===== config.mk =====
export PLATFORM = sky130hd
export DESIGN_NAME = imu_magnitude_statistics
export DESIGN_NICKNAME = d
export VERILOG_FILES = /design/src/sv/ims_pkg.sv /design/src/sv/ims_ctrl.sv /design/src/sv/ims_datapath.sv /design/src/sv/imu_magnitude_statistics.sv
export SDC_FILE = /design/constraint.sdc
export NUM_CORES = 2
export LEC_CHECK = 0
export ABC_AREA = 1
export BUFFER_PORTS_ARGS = -buffer_cell sky130_fd_sc_hd__buf_2
export CAP_MARGIN = 20
export CORE_UTILIZATION = 62
export CTS_BUF_LIST = sky130_fd_sc_hd__clkbuf_2 sky130_fd_sc_hd__clkbuf_4 sky130_fd_sc_hd__clkbuf_8
export CTS_CLUSTER_DIAMETER = 150
export CTS_CLUSTER_SIZE = 30
export DETAILED_ROUTE_END_ITERATION = 8
export PLACE_DENSITY_LB_ADDON = 0.25
export SKIP_CTS_REPAIR_TIMING = 1
export SYNTH_ARGS = -nofsm -noshare
export SYNTH_HDL_FRONTEND = slang
export SYNTH_SLANG_ARGS = --single-unit

===== constraint.sdc =====
create_clock -name clk -period 12.2 [get_ports clk]
set_input_delay 1.22 -clock clk [delete_from_list [all_inputs] [get_ports clk]]
set_output_delay 1.22 -clock clk [all_outputs]
set_load 0.02 [all_outputs]

===== src/sv/ims_pkg.sv =====
// Shared constants and control types for the IMU magnitude statistics block.
package ims_pkg;

  localparam int unsigned MAX_SAMPLES = 1048576;
  localparam int unsigned CNT_W       = 21;
  localparam int unsigned TOT_W       = 36;
  localparam int unsigned MAG_W       = 16;
  localparam int unsigned CFG_IDX_W   = 8;

  localparam logic [CNT_W-1:0] MAX_CNT = CNT_W'(MAX_SAMPLES);

  localparam logic [CFG_IDX_W-1:0] REG_ACCEL_LIMIT = CFG_IDX_W'(0);
  localparam logic [CFG_IDX_W-1:0] REG_RATE_LIMIT  = CFG_IDX_W'(1);

  localparam logic [MAG_W-1:0] ACCEL_LIMIT_RST = 16'd7680;
  localparam logic [MAG_W-1:0] RATE_LIMIT_RST  = 16'd14336;

  // Lane numbers of the two vectors inside the datapath.
  localparam logic LANE_ACCEL = 1'b0;
  localparam logic LANE_RATE  = 1'b1;

  typedef struct packed {
    logic       load;
    logic       sq_mul;
    logic       sq_add;
    logic [1:0] axis;
    logic       root_init;
    logic       root_step;
    logic       upd;
    logic       div_init;
    logic       div_step;
    logic       out_load;
    logic       clear;
  } ims_cmd_t;

  typedef struct packed {
    logic last;
    logic count_zero;
  } ims_status_t;

endpackage


===== src/sv/ims_ctrl.sv =====
// Sequencer for squaring, square root, statistics update, mean division and output.
module ims_ctrl
  import ims_pkg::*;
(
  input  logic        clk,
  input  logic        rst_n,
  input  logic        in_tvalid,
  output logic        in_tready,
  input  logic        out_tready,
  output logic        out_tvalid,
  input  ims_status_t status,
  output ims_cmd_t    cmd
);

  localparam logic [2:0] S_IDLE  = 3'd0;
  localparam logic [2:0] S_SQ    = 3'd1;
  localparam logic [2:0] S_RINIT = 3'd2;
  localparam logic [2:0] S_ROOT  = 3'd3;
  localparam logic [2:0] S_UPD   = 3'd4;
  localparam logic [2:0] S_DINIT = 3'd5;
  localparam logic [2:0] S_DIV   = 3'd6;
  localparam logic [2:0] S_DONE  = 3'd7;

  localparam logic [3:0] SQ_LAST   = 4'd3;
  localparam logic [3:0] STEP_LAST = 4'd15;

  logic [2:0] state_r, state_nxt;
  logic [3:0] cnt_r, cnt_nxt;
  logic       out_valid_r, out_valid_nxt;

  assign in_tready  = (state_r == S_IDLE);
  assign out_tvalid = out_valid_r;

  always_comb begin
    state_nxt     = state_r;
    cnt_nxt       = cnt_r;
    out_valid_nxt = out_valid_r;
    cmd           = '0;
    if (out_valid_r && out_tready) begin
      out_valid_nxt = 1'b0;
    end
    case (state_r)
      S_IDLE: begin
        if (in_tvalid) begin
          cmd.load  = 1'b1;
          cnt_nxt   = '0;
          state_nxt = S_SQ;
        end
      end
      S_SQ: begin
        // Multiplier result of one axis is registered and added to the sum in the next cycle.
        cmd.axis   = cnt_r[1:0];
        cmd.sq_mul = (cnt_r != SQ_LAST);
        cmd.sq_add = (cnt_r != 4'd0);
        if (cnt_r == SQ_LAST) begin
          state_nxt = S_RINIT;
        end else begin
          cnt_nxt = cnt_r + 4'd1;
        end
      end
      S_RINIT: begin
        cmd.root_init = 1'b1;
        cnt_nxt       = '0;
        state_nxt     = S_ROOT;
      end
      S_ROOT: begin
        cmd.root_step = 1'b1;
        if (cnt_r == STEP_LAST) begin
          state_nxt = S_UPD;
        end else begin
          cnt_nxt = cnt_r + 4'd1;
        end
      end
      S_UPD: begin
        cmd.upd   = 1'b1;
        state_nxt = status.last ? S_DINIT : S_DONE;
      end
      S_DINIT: begin
        cmd.div_init = 1'b1;
        cnt_nxt      = '0;
        state_nxt    = status.count_zero ? S_DONE : S_DIV;
      end
      S_DIV: begin
        cmd.div_step = 1'b1;
        if (cnt_r == STEP_LAST) begin
          state_nxt = S_DONE;
        end else begin
          cnt_nxt = cnt_r + 4'd1;
        end
      end
      S_DONE: begin
        if (!out_valid_r || out_tready) begin
          cmd.out_load  = 1'b1;
          cmd.clear     = status.last;
          out_valid_nxt = 1'b1;
          state_nxt     = S_IDLE;
        end
      end
      default: begin
        state_nxt = S_IDLE;
      end
    endcase
  end

  always_ff @(posedge clk) begin
    if (!rst_n) begin
      state_r     <= S_IDLE;
      cnt_r       <= '0;
      out_valid_r <= 1'b0;
    end else begin
      state_r     <= state_nxt;
      cnt_r       <= cnt_nxt;
      out_valid_r <= out_valid_nxt;
    end
  end

endmodule


===== src/sv/ims_datapath.sv =====
// Two-lane datapath: squarers, bit-pair square roots, batch statistics and mean dividers.
module ims_datapath
  import ims_pkg::*;
(
  input  logic                 clk,
  input  logic                 rst_n,
  input  ims_cmd_t             cmd,
  input  logic [127:0]         in_tdata,
  input  logic                 in_tlast,
  input  logic                 cfg_valid,
  input  logic [CFG_IDX_W-1:0] cfg_index,
  input  logic [15:0]          cfg_data,
  output ims_status_t          status,
  output logic [159:0]         out_tdata,
  output logic                 out_tlast,
  output logic [1:0]           out_tuser
);

  logic [15:0] accel_limit_r, rate_limit_r;

  logic [127:0] smp_r;
  logic         last_r;

  logic [1:0][31:0]      sq_r, sum_r, rad_r;
  logic [1:0][16:0]      rem_r;
  logic [1:0][MAG_W-1:0] root_r;
  logic                  acc_r;

  logic [CNT_W-1:0]      count_r;
  logic [1:0][MAG_W-1:0] low_r, high_r;
  logic [1:0][TOT_W-1:0] total_r;

  logic [1:0][20:0]      drem_r;
  logic [1:0][MAG_W-1:0] quo_r;

  logic [159:0] out_data_r;
  logic         out_last_r;
  logic [1:0]   out_user_r;

  logic [1:0][15:0]      axis_abs;
  logic [1:0][16:0]      rem_nxt;
  logic [1:0][MAG_W-1:0] root_nxt;
  logic [1:0][20:0]      drem_nxt;
  logic [1:0][MAG_W-1:0] quo_nxt;
  logic                  acc_w;
  logic                  stats_on;

  // Pick the axis being squared and take its absolute value.
  always_comb begin
    logic signed [15:0] v;
    for (int l = 0; l < 2; l++) begin
      case (cmd.axis)
        2'd0:    v = smp_r[32 + 48*l +: 16];
        2'd1:    v = smp_r[48 + 48*l +: 16];
        default: v = smp_r[64 + 48*l +: 16];
      endcase
      axis_abs[l] = v[15] ? 16'(-v) : 16'(v);
    end
  end

  // One result bit of each square root per step.
  always_comb begin
    logic [18:0] rt, trial;
    for (int l = 0; l < 2; l++) begin
      rt    = {rem_r[l], rad_r[l][31:30]};
      trial = {1'b0, root_r[l], 2'b01};
      if (rt >= trial) begin
        rem_nxt[l]  = 17'(rt - trial);
        root_nxt[l] = {root_r[l][MAG_W-2:0], 1'b1};
      end else begin
        rem_nxt[l]  = rt[16:0];
        root_nxt[l] = {root_r[l][MAG_W-2:0], 1'b0};
      end
    end
  end

  // One quotient bit of each mean per step; the quotient is known to fit 16 bits.
  always_comb begin
    logic [21:0] ds;
    logic        ge;
    for (int l = 0; l < 2; l++) begin
      ds = {drem_r[l], quo_r[l][MAG_W-1]};
      ge = (ds >= {1'b0, count_r});
      drem_nxt[l] = ge ? 21'(ds - {1'b0, count_r}) : ds[20:0];
      quo_nxt[l]  = {quo_r[l][MAG_W-2:0], ge};
    end
  end

  assign acc_w = (root_r[LANE_ACCEL] < accel_limit_r) && (root_r[LANE_RATE] < rate_limit_r);
  assign status.last       = last_r;
  assign status.count_zero = (count_r == '0);
  assign stats_on          = last_r && (count_r != '0);

  always_ff @(posedge clk) begin
    if (!rst_n) begin
      accel_limit_r <= ACCEL_LIMIT_RST;
      rate_limit_r  <= RATE_LIMIT_RST;
    end else if (cfg_valid) begin
      if (cfg_index == REG_ACCEL_LIMIT) begin
        accel_limit_r <= cfg_data;
      end else if (cfg_index == REG_RATE_LIMIT) begin
        rate_limit_r <= cfg_data;
      end
    end
  end

  always_ff @(posedge clk) begin
    if (cmd.load) begin
      smp_r  <= in_tdata;
      last_r <= in_tlast;
    end
    for (int l = 0; l < 2; l++) begin
      if (cmd.sq_mul) begin
        sq_r[l] <= 32'(axis_abs[l]) * 32'(axis_abs[l]);
      end
      if (cmd.load) begin
        sum_r[l] <= '0;
      end else if (cmd.sq_add) begin
        sum_r[l] <= sum_r[l] + sq_r[l];
      end
      if (cmd.root_init) begin
        rad_r[l]  <= sum_r[l];
        rem_r[l]  <= '0;
        root_r[l] <= '0;
      end else if (cmd.root_step) begin
        rad_r[l]  <= {rad_r[l][29:0], 2'b00};
        rem_r[l]  <= rem_nxt[l];
        root_r[l] <= root_nxt[l];
      end
      if (cmd.div_init) begin
        drem_r[l] <= 21'(total_r[l][TOT_W-1:MAG_W]);
        quo_r[l]  <= total_r[l][MAG_W-1:0];
      end else if (cmd.div_step) begin
        drem_r[l] <= drem_nxt[l];
        quo_r[l]  <= quo_nxt[l];
      end
    end
    if (cmd.upd) begin
      acc_r <= acc_w;
    end
  end

  always_ff @(posedge clk) begin
    if (!rst_n || cmd.clear) begin
      count_r <= '0;
      low_r   <= '0;
      high_r  <= '0;
      total_r <= '0;
    end else if (cmd.upd && acc_w && (count_r < MAX_CNT)) begin
      for (int l = 0; l < 2; l++) begin
        if (count_r == '0 || root_r[l] < low_r[l]) begin
          low_r[l] <= root_r[l];
        end
        if (count_r == '0 || root_r[l] > high_r[l]) begin
          high_r[l] <= root_r[l];
        end
        total_r[l] <= total_r[l] + TOT_W'(root_r[l]);
      end
      count_r <= count_r + CNT_W'(1);
    end
  end

  always_ff @(posedge clk) begin
    if (cmd.out_load) begin
      out_data_r[31:0]    <= smp_r[31:0];
      out_data_r[47:32]   <= root_r[LANE_ACCEL];
      out_data_r[63:48]   <= root_r[LANE_RATE];
      out_data_r[79:64]   <= stats_on ? low_r[LANE_ACCEL]  : '0;
      out_data_r[95:80]   <= stats_on ? high_r[LANE_ACCEL] : '0;
      out_data_r[111:96]  <= stats_on ? quo_r[LANE_ACCEL]  : '0;
      out_data_r[127:112] <= stats_on ? low_r[LANE_RATE]   : '0;
      out_data_r[143:128] <= stats_on ? high_r[LANE_RATE]  : '0;
      out_data_r[159:144] <= stats_on ? quo_r[LANE_RATE]   : '0;
      out_last_r          <= last_r;
      out_user_r          <= {last_r && (count_r == '0), acc_r};
    end
  end

  assign out_tdata = out_data_r;
  assign out_tlast = out_last_r;
  assign out_tuser = out_user_r;

endmodule


===== src/sv/imu_magnitude_statistics.sv =====
// Top level of the IMU magnitude statistics block.
// Each input beat is one IMU sample; each gives one output beat with the floor
// square root magnitudes of the acceleration and angular rate vectors and an
// accepted flag (both magnitudes strictly below their limit registers). Accepted
// samples feed a running min, max and sum; on the beat marked tlast the output
// also carries min, max and truncated mean, or the no-samples flag, and the
// batch is cleared. A sample passes from acceptance to its output beat through
// squaring and summing on one multiplier per vector, then a 16-step bit-pair
// square root. The last beat of a batch also runs the 16-step mean divider,
// which is skipped if the batch is empty. A new sample is taken as soon as the
// previous one has been placed in the output register; if that register is
// still held by a stalled consumer, the block waits for it.
module imu_magnitude_statistics
  import ims_pkg::*;
(
  input  logic                 clk,
  input  logic                 rst_n,
  input  logic                 in_tvalid,
  output logic                 in_tready,
  // timestamp, accel_x, accel_y, accel_z, rate_x, rate_y, rate_z
  input  logic [127:0]         in_tdata,
  input  logic                 in_tlast,
  output logic                 out_tvalid,
  input  logic                 out_tready,
  // time_out, accel_magnitude, rate_magnitude, accel_min, accel_max, accel_mean,
  // rate_min, rate_max, rate_mean
  output logic [159:0]         out_tdata,
  output logic                 out_tlast,
  // accepted, no_samples
  output logic [1:0]           out_tuser,
  input  logic                 cfg_valid,
  output logic                 cfg_ready,
  input  logic [CFG_IDX_W-1:0] cfg_index,
  input  logic [15:0]          cfg_data
);

  ims_cmd_t    cmd;
  ims_status_t status;

  assign cfg_ready = 1'b1;

  ims_ctrl u_ctrl (
    .clk       (clk),
    .rst_n     (rst_n),
    .in_tvalid (in_tvalid),
    .in_tready (in_tready),
    .out_tready(out_tready),
    .out_tvalid(out_tvalid),
    .status    (status),
    .cmd       (cmd)
  );

  ims_datapath u_datapath (
    .clk      (clk),
    .rst_n    (rst_n),
    .cmd      (cmd),
    .in_tdata (in_tdata),
    .in_tlast (in_tlast),
    .cfg_valid(cfg_valid),
    .cfg_index(cfg_index),
    .cfg_data (cfg_data),
    .status   (status),
    .out_tdata(out_tdata),
    .out_tlast(out_tlast),
    .out_tuser(out_tuser)
  );

  // A sample is worked on in the sequencer states after idle, so the input closes right after a beat.
  a_busy_after_accept: assert property (@(posedge clk) disable iff (!rst_n)
    in_tvalid && in_tready |=> !in_tready)
    else $error("input still ready right after an accepted beat");

  a_stats_zero_mid_batch: assert property (@(posedge clk) disable iff (!rst_n)
    out_tvalid && !out_tlast |-> (out_tdata[159:64] == '0) && !out_tuser[1])
    else $error("statistics present on a beat that does not end a batch");

  a_empty_batch_zero: assert property (@(posedge clk) disable iff (!rst_n)
    out_tvalid && out_tuser[1] |-> out_tlast && !out_tuser[0] && (out_tdata[159:64] == '0))
    else $error("empty batch report carries statistics or an accepted sample");

endmodule


==> results.md <==
- RSZ-0062 raised after global routing: no
- Leading post-synthesis cells by cell area: edfxtp_1 (25%), fa_1 (11%), dfxtp_1 (11%)
- Vias per inst: 5.58
- Top FF cell, synth: edfxtp_1
- WHS Path Cells: 0
- Util after Layout: 0.667
- NumNets Final: 8133
- Flop2flop setup slack: 3220 ps
- Post-Syn Instances: 6946
- Syn. warnings: 0
- Total CTS buffers: 31
- Root buf cell: clkbuf_8
- Hold wc startpoint: u_datapath.smp_r[20]
- Iter 0 DRT Violations: 4639
- Inst Count DP: 8385
- Slowest-stage cell, CP: nor2_2
- Global-route wire length before repair: 234 mm
- Share of cells above drive strength 1: 0.0727
- DR WL/cell: 17.5 um
- Outcome: finished, final reports clean
- Fin cells: 8448
- Worst Setup Start Kind: flip-flop
- Area leader, netlist: edfxtp_1
- Initial antenna violation count: 1
- Post-synthesis register bit count: 820
- Crit Path Max Fanout: 21
- Final period util: 0.736
- Via Count: 47100
- Worst-Margin Slew: 1100 ps
- Fmax: 111 MHz
- Minimum clock period: 8980 ps
- EDFF count, synth: 491
- Syn avg cell area: 8.35 um2
- Synthesis-to-finish area growth: 6.04%
- Detail Route Antenna Nets: 0
- RR Endpoint: u_datapath.sq_r[26]
- Async set or reset register ratio after synthesis: 0
- Total die area: 94800 um2
- Final setup skew: 73.7 ps
- FF-to-FF path depth: 33
- Post-Syn Area: 58000 um2
- Vias in the first global route: 44900
- Worst r2r src: u_ctrl.state_r[2]
- Fin. max-slew vios: 0
- I/O pins: 324
- CTS tree: yes
- Top-count cell post-synth: nand2_1
- Die H: 308 um
- Worst Setup End Kind: flip-flop
- Headroom to the max-slew limit: 0.264
- Final Hold Fails: 0
- Worst Path Required: 12770 ps
- Commonest cells post-synth: nand2_1 (1297), inv_1 (1131), nor2_1 (786)
- Grt ovf: 0
- Port buffer count: 322
- Num rows: 111
- HP Class: flip-flop to flip-flop
- Clock insertion delay at the later pin of the skew report: 840 ps
- Top-area cell type share of the netlist area: 0.254
- GRT Util Overall: 0.309
- Netlist cell types: 62
- Final HPWL from detailed placement: 115 mm
- Core area: 92200 um2
- Setup CP Type: flip-flop to flip-flop
- Drc violations: 0
- Max Cap Viol: 0
- DR pass1 iterations: 7
- Arrival @ worst endpoint: 9550 ps
- Final setup fails: 0
- Total Wirelength: 148 mm
- Peak per-stage delay on the critical path: 680 ps
- Largest net degree at the start of global routing: 165
- Sequential share of the synthesized area: 0.368
- Longest Clk Path Bufs: 3
- Sink Count: 820
- Die X: 308 um
- H-Tree Depth: 1
- Routability cong.: 0.968
- Hold Path Sink: u_datapath.out_tdata[20]
- TNS Setup: 0 ps
- CP most frequent cell: nand2_1
- Worst-path clk slew: 180 ps
- Initial Util: 0.629
-- cell usage in the layout (no fill, tap or decap), types with 36 or more instances in the layout --
cell type / count
nand4_1: 73
a21oi_1: 470
nand3_1: 289
dfxtp_1: 329
xnor2_1: 76
buf_2: 322
nor3_1: 83
ha_1: 464
o21ai_0: 437
nor2_1: 781
fa_1: 332
o211ai_1: 36
edfxtp_1: 491
xor2_1: 126
nand2_1: 1293
inv_1: 1130
-- state kept, by name, summed over array words and instances (netlist names), 32 cells and up --
register / flops
u_datapath.out_tdata: 160
u_datapath.smp_r: 128
u_datapath.total_r: 72
u_datapath.rad_r: 64
u_datapath.sum_r: 64
u_datapath.sq_r: 62
u_datapath.drem_r: 42
u_datapath.rem_r: 34
u_datapath.high_r: 32
u_datapath.low_r: 32
u_datapath.root_r: 32
-- worst max-delay path, delay by kind of cell, from the launching register on --
kind | cells | cell delay (ps)
fa+ha+maj | 8 | 3720
xor+xnor | 1 | 130
simple gates | 15 | 2810
buf+inv | 7 | 860
compound gates | 2 | 800
flops | 1 | 450
-- cell type report --
type / instances / area, um2
clock buffer: 54 / 599
fill: 7912 / 30700
antenna: 1 / 2.50
sequential: 820 / 21300
clock inverter: 4 / 51.3
multi-input combinational: 4806 / 31700
timing repair buffer: 351 / 1850
inverter: 1169 / 4390
tap: 1243 / 1560
-- through the flow --
step,area [um2],worst slack (ps),hold WS (ps)
4_1_cts,61500,3240,406
5_1_grt,61500,2480,430
6_report,61500,3220,405
2_1_floorplan,58100,2060,400
3_3_place_gp,60800,3490,401
3_5_place_dp,60800,3280,405
-- cells by family after synthesis --
group | Yosys count | synth area share
fa+ha+maj | 796 | 0.215
xor+xnor | 206 | 0.0322
other cells | 2 | 0.000129
flops | 820 | 0.368
compound gates | 1138 | 0.107
buf+inv | 1341 | 0.0881
simple gates | 2643 | 0.190
-- worst max-delay path by stage --
stage / startpoint / endpoint
2_1_floorplan: out_tready / u_datapath.total_r[42]
3_3_place_gp: u_ctrl.state_r[2] / u_datapath.sq_r[24]
3_5_place_dp: u_ctrl.state_r[2] / u_datapath.sq_r[61]
4_1_cts: u_ctrl.state_r[2] / u_datapath.sq_r[61]
5_1_grt: u_ctrl.state_r[2] / u_datapath.sq_r[61]
6_report: u_ctrl.state_r[2] / u_datapath.sq_r[26]
-- layer usage --
metal / track usage / wire [um]
met4: 0.0926 / 4880
met2: 0.525 / 69800
met3: 0.0322 / 9660
met5: 0 / 0
met1: 0.417 / 63300
Power is not shown: default switching activity piles up to over one toggle a cycle in this logic, so the estimate is an artifact.
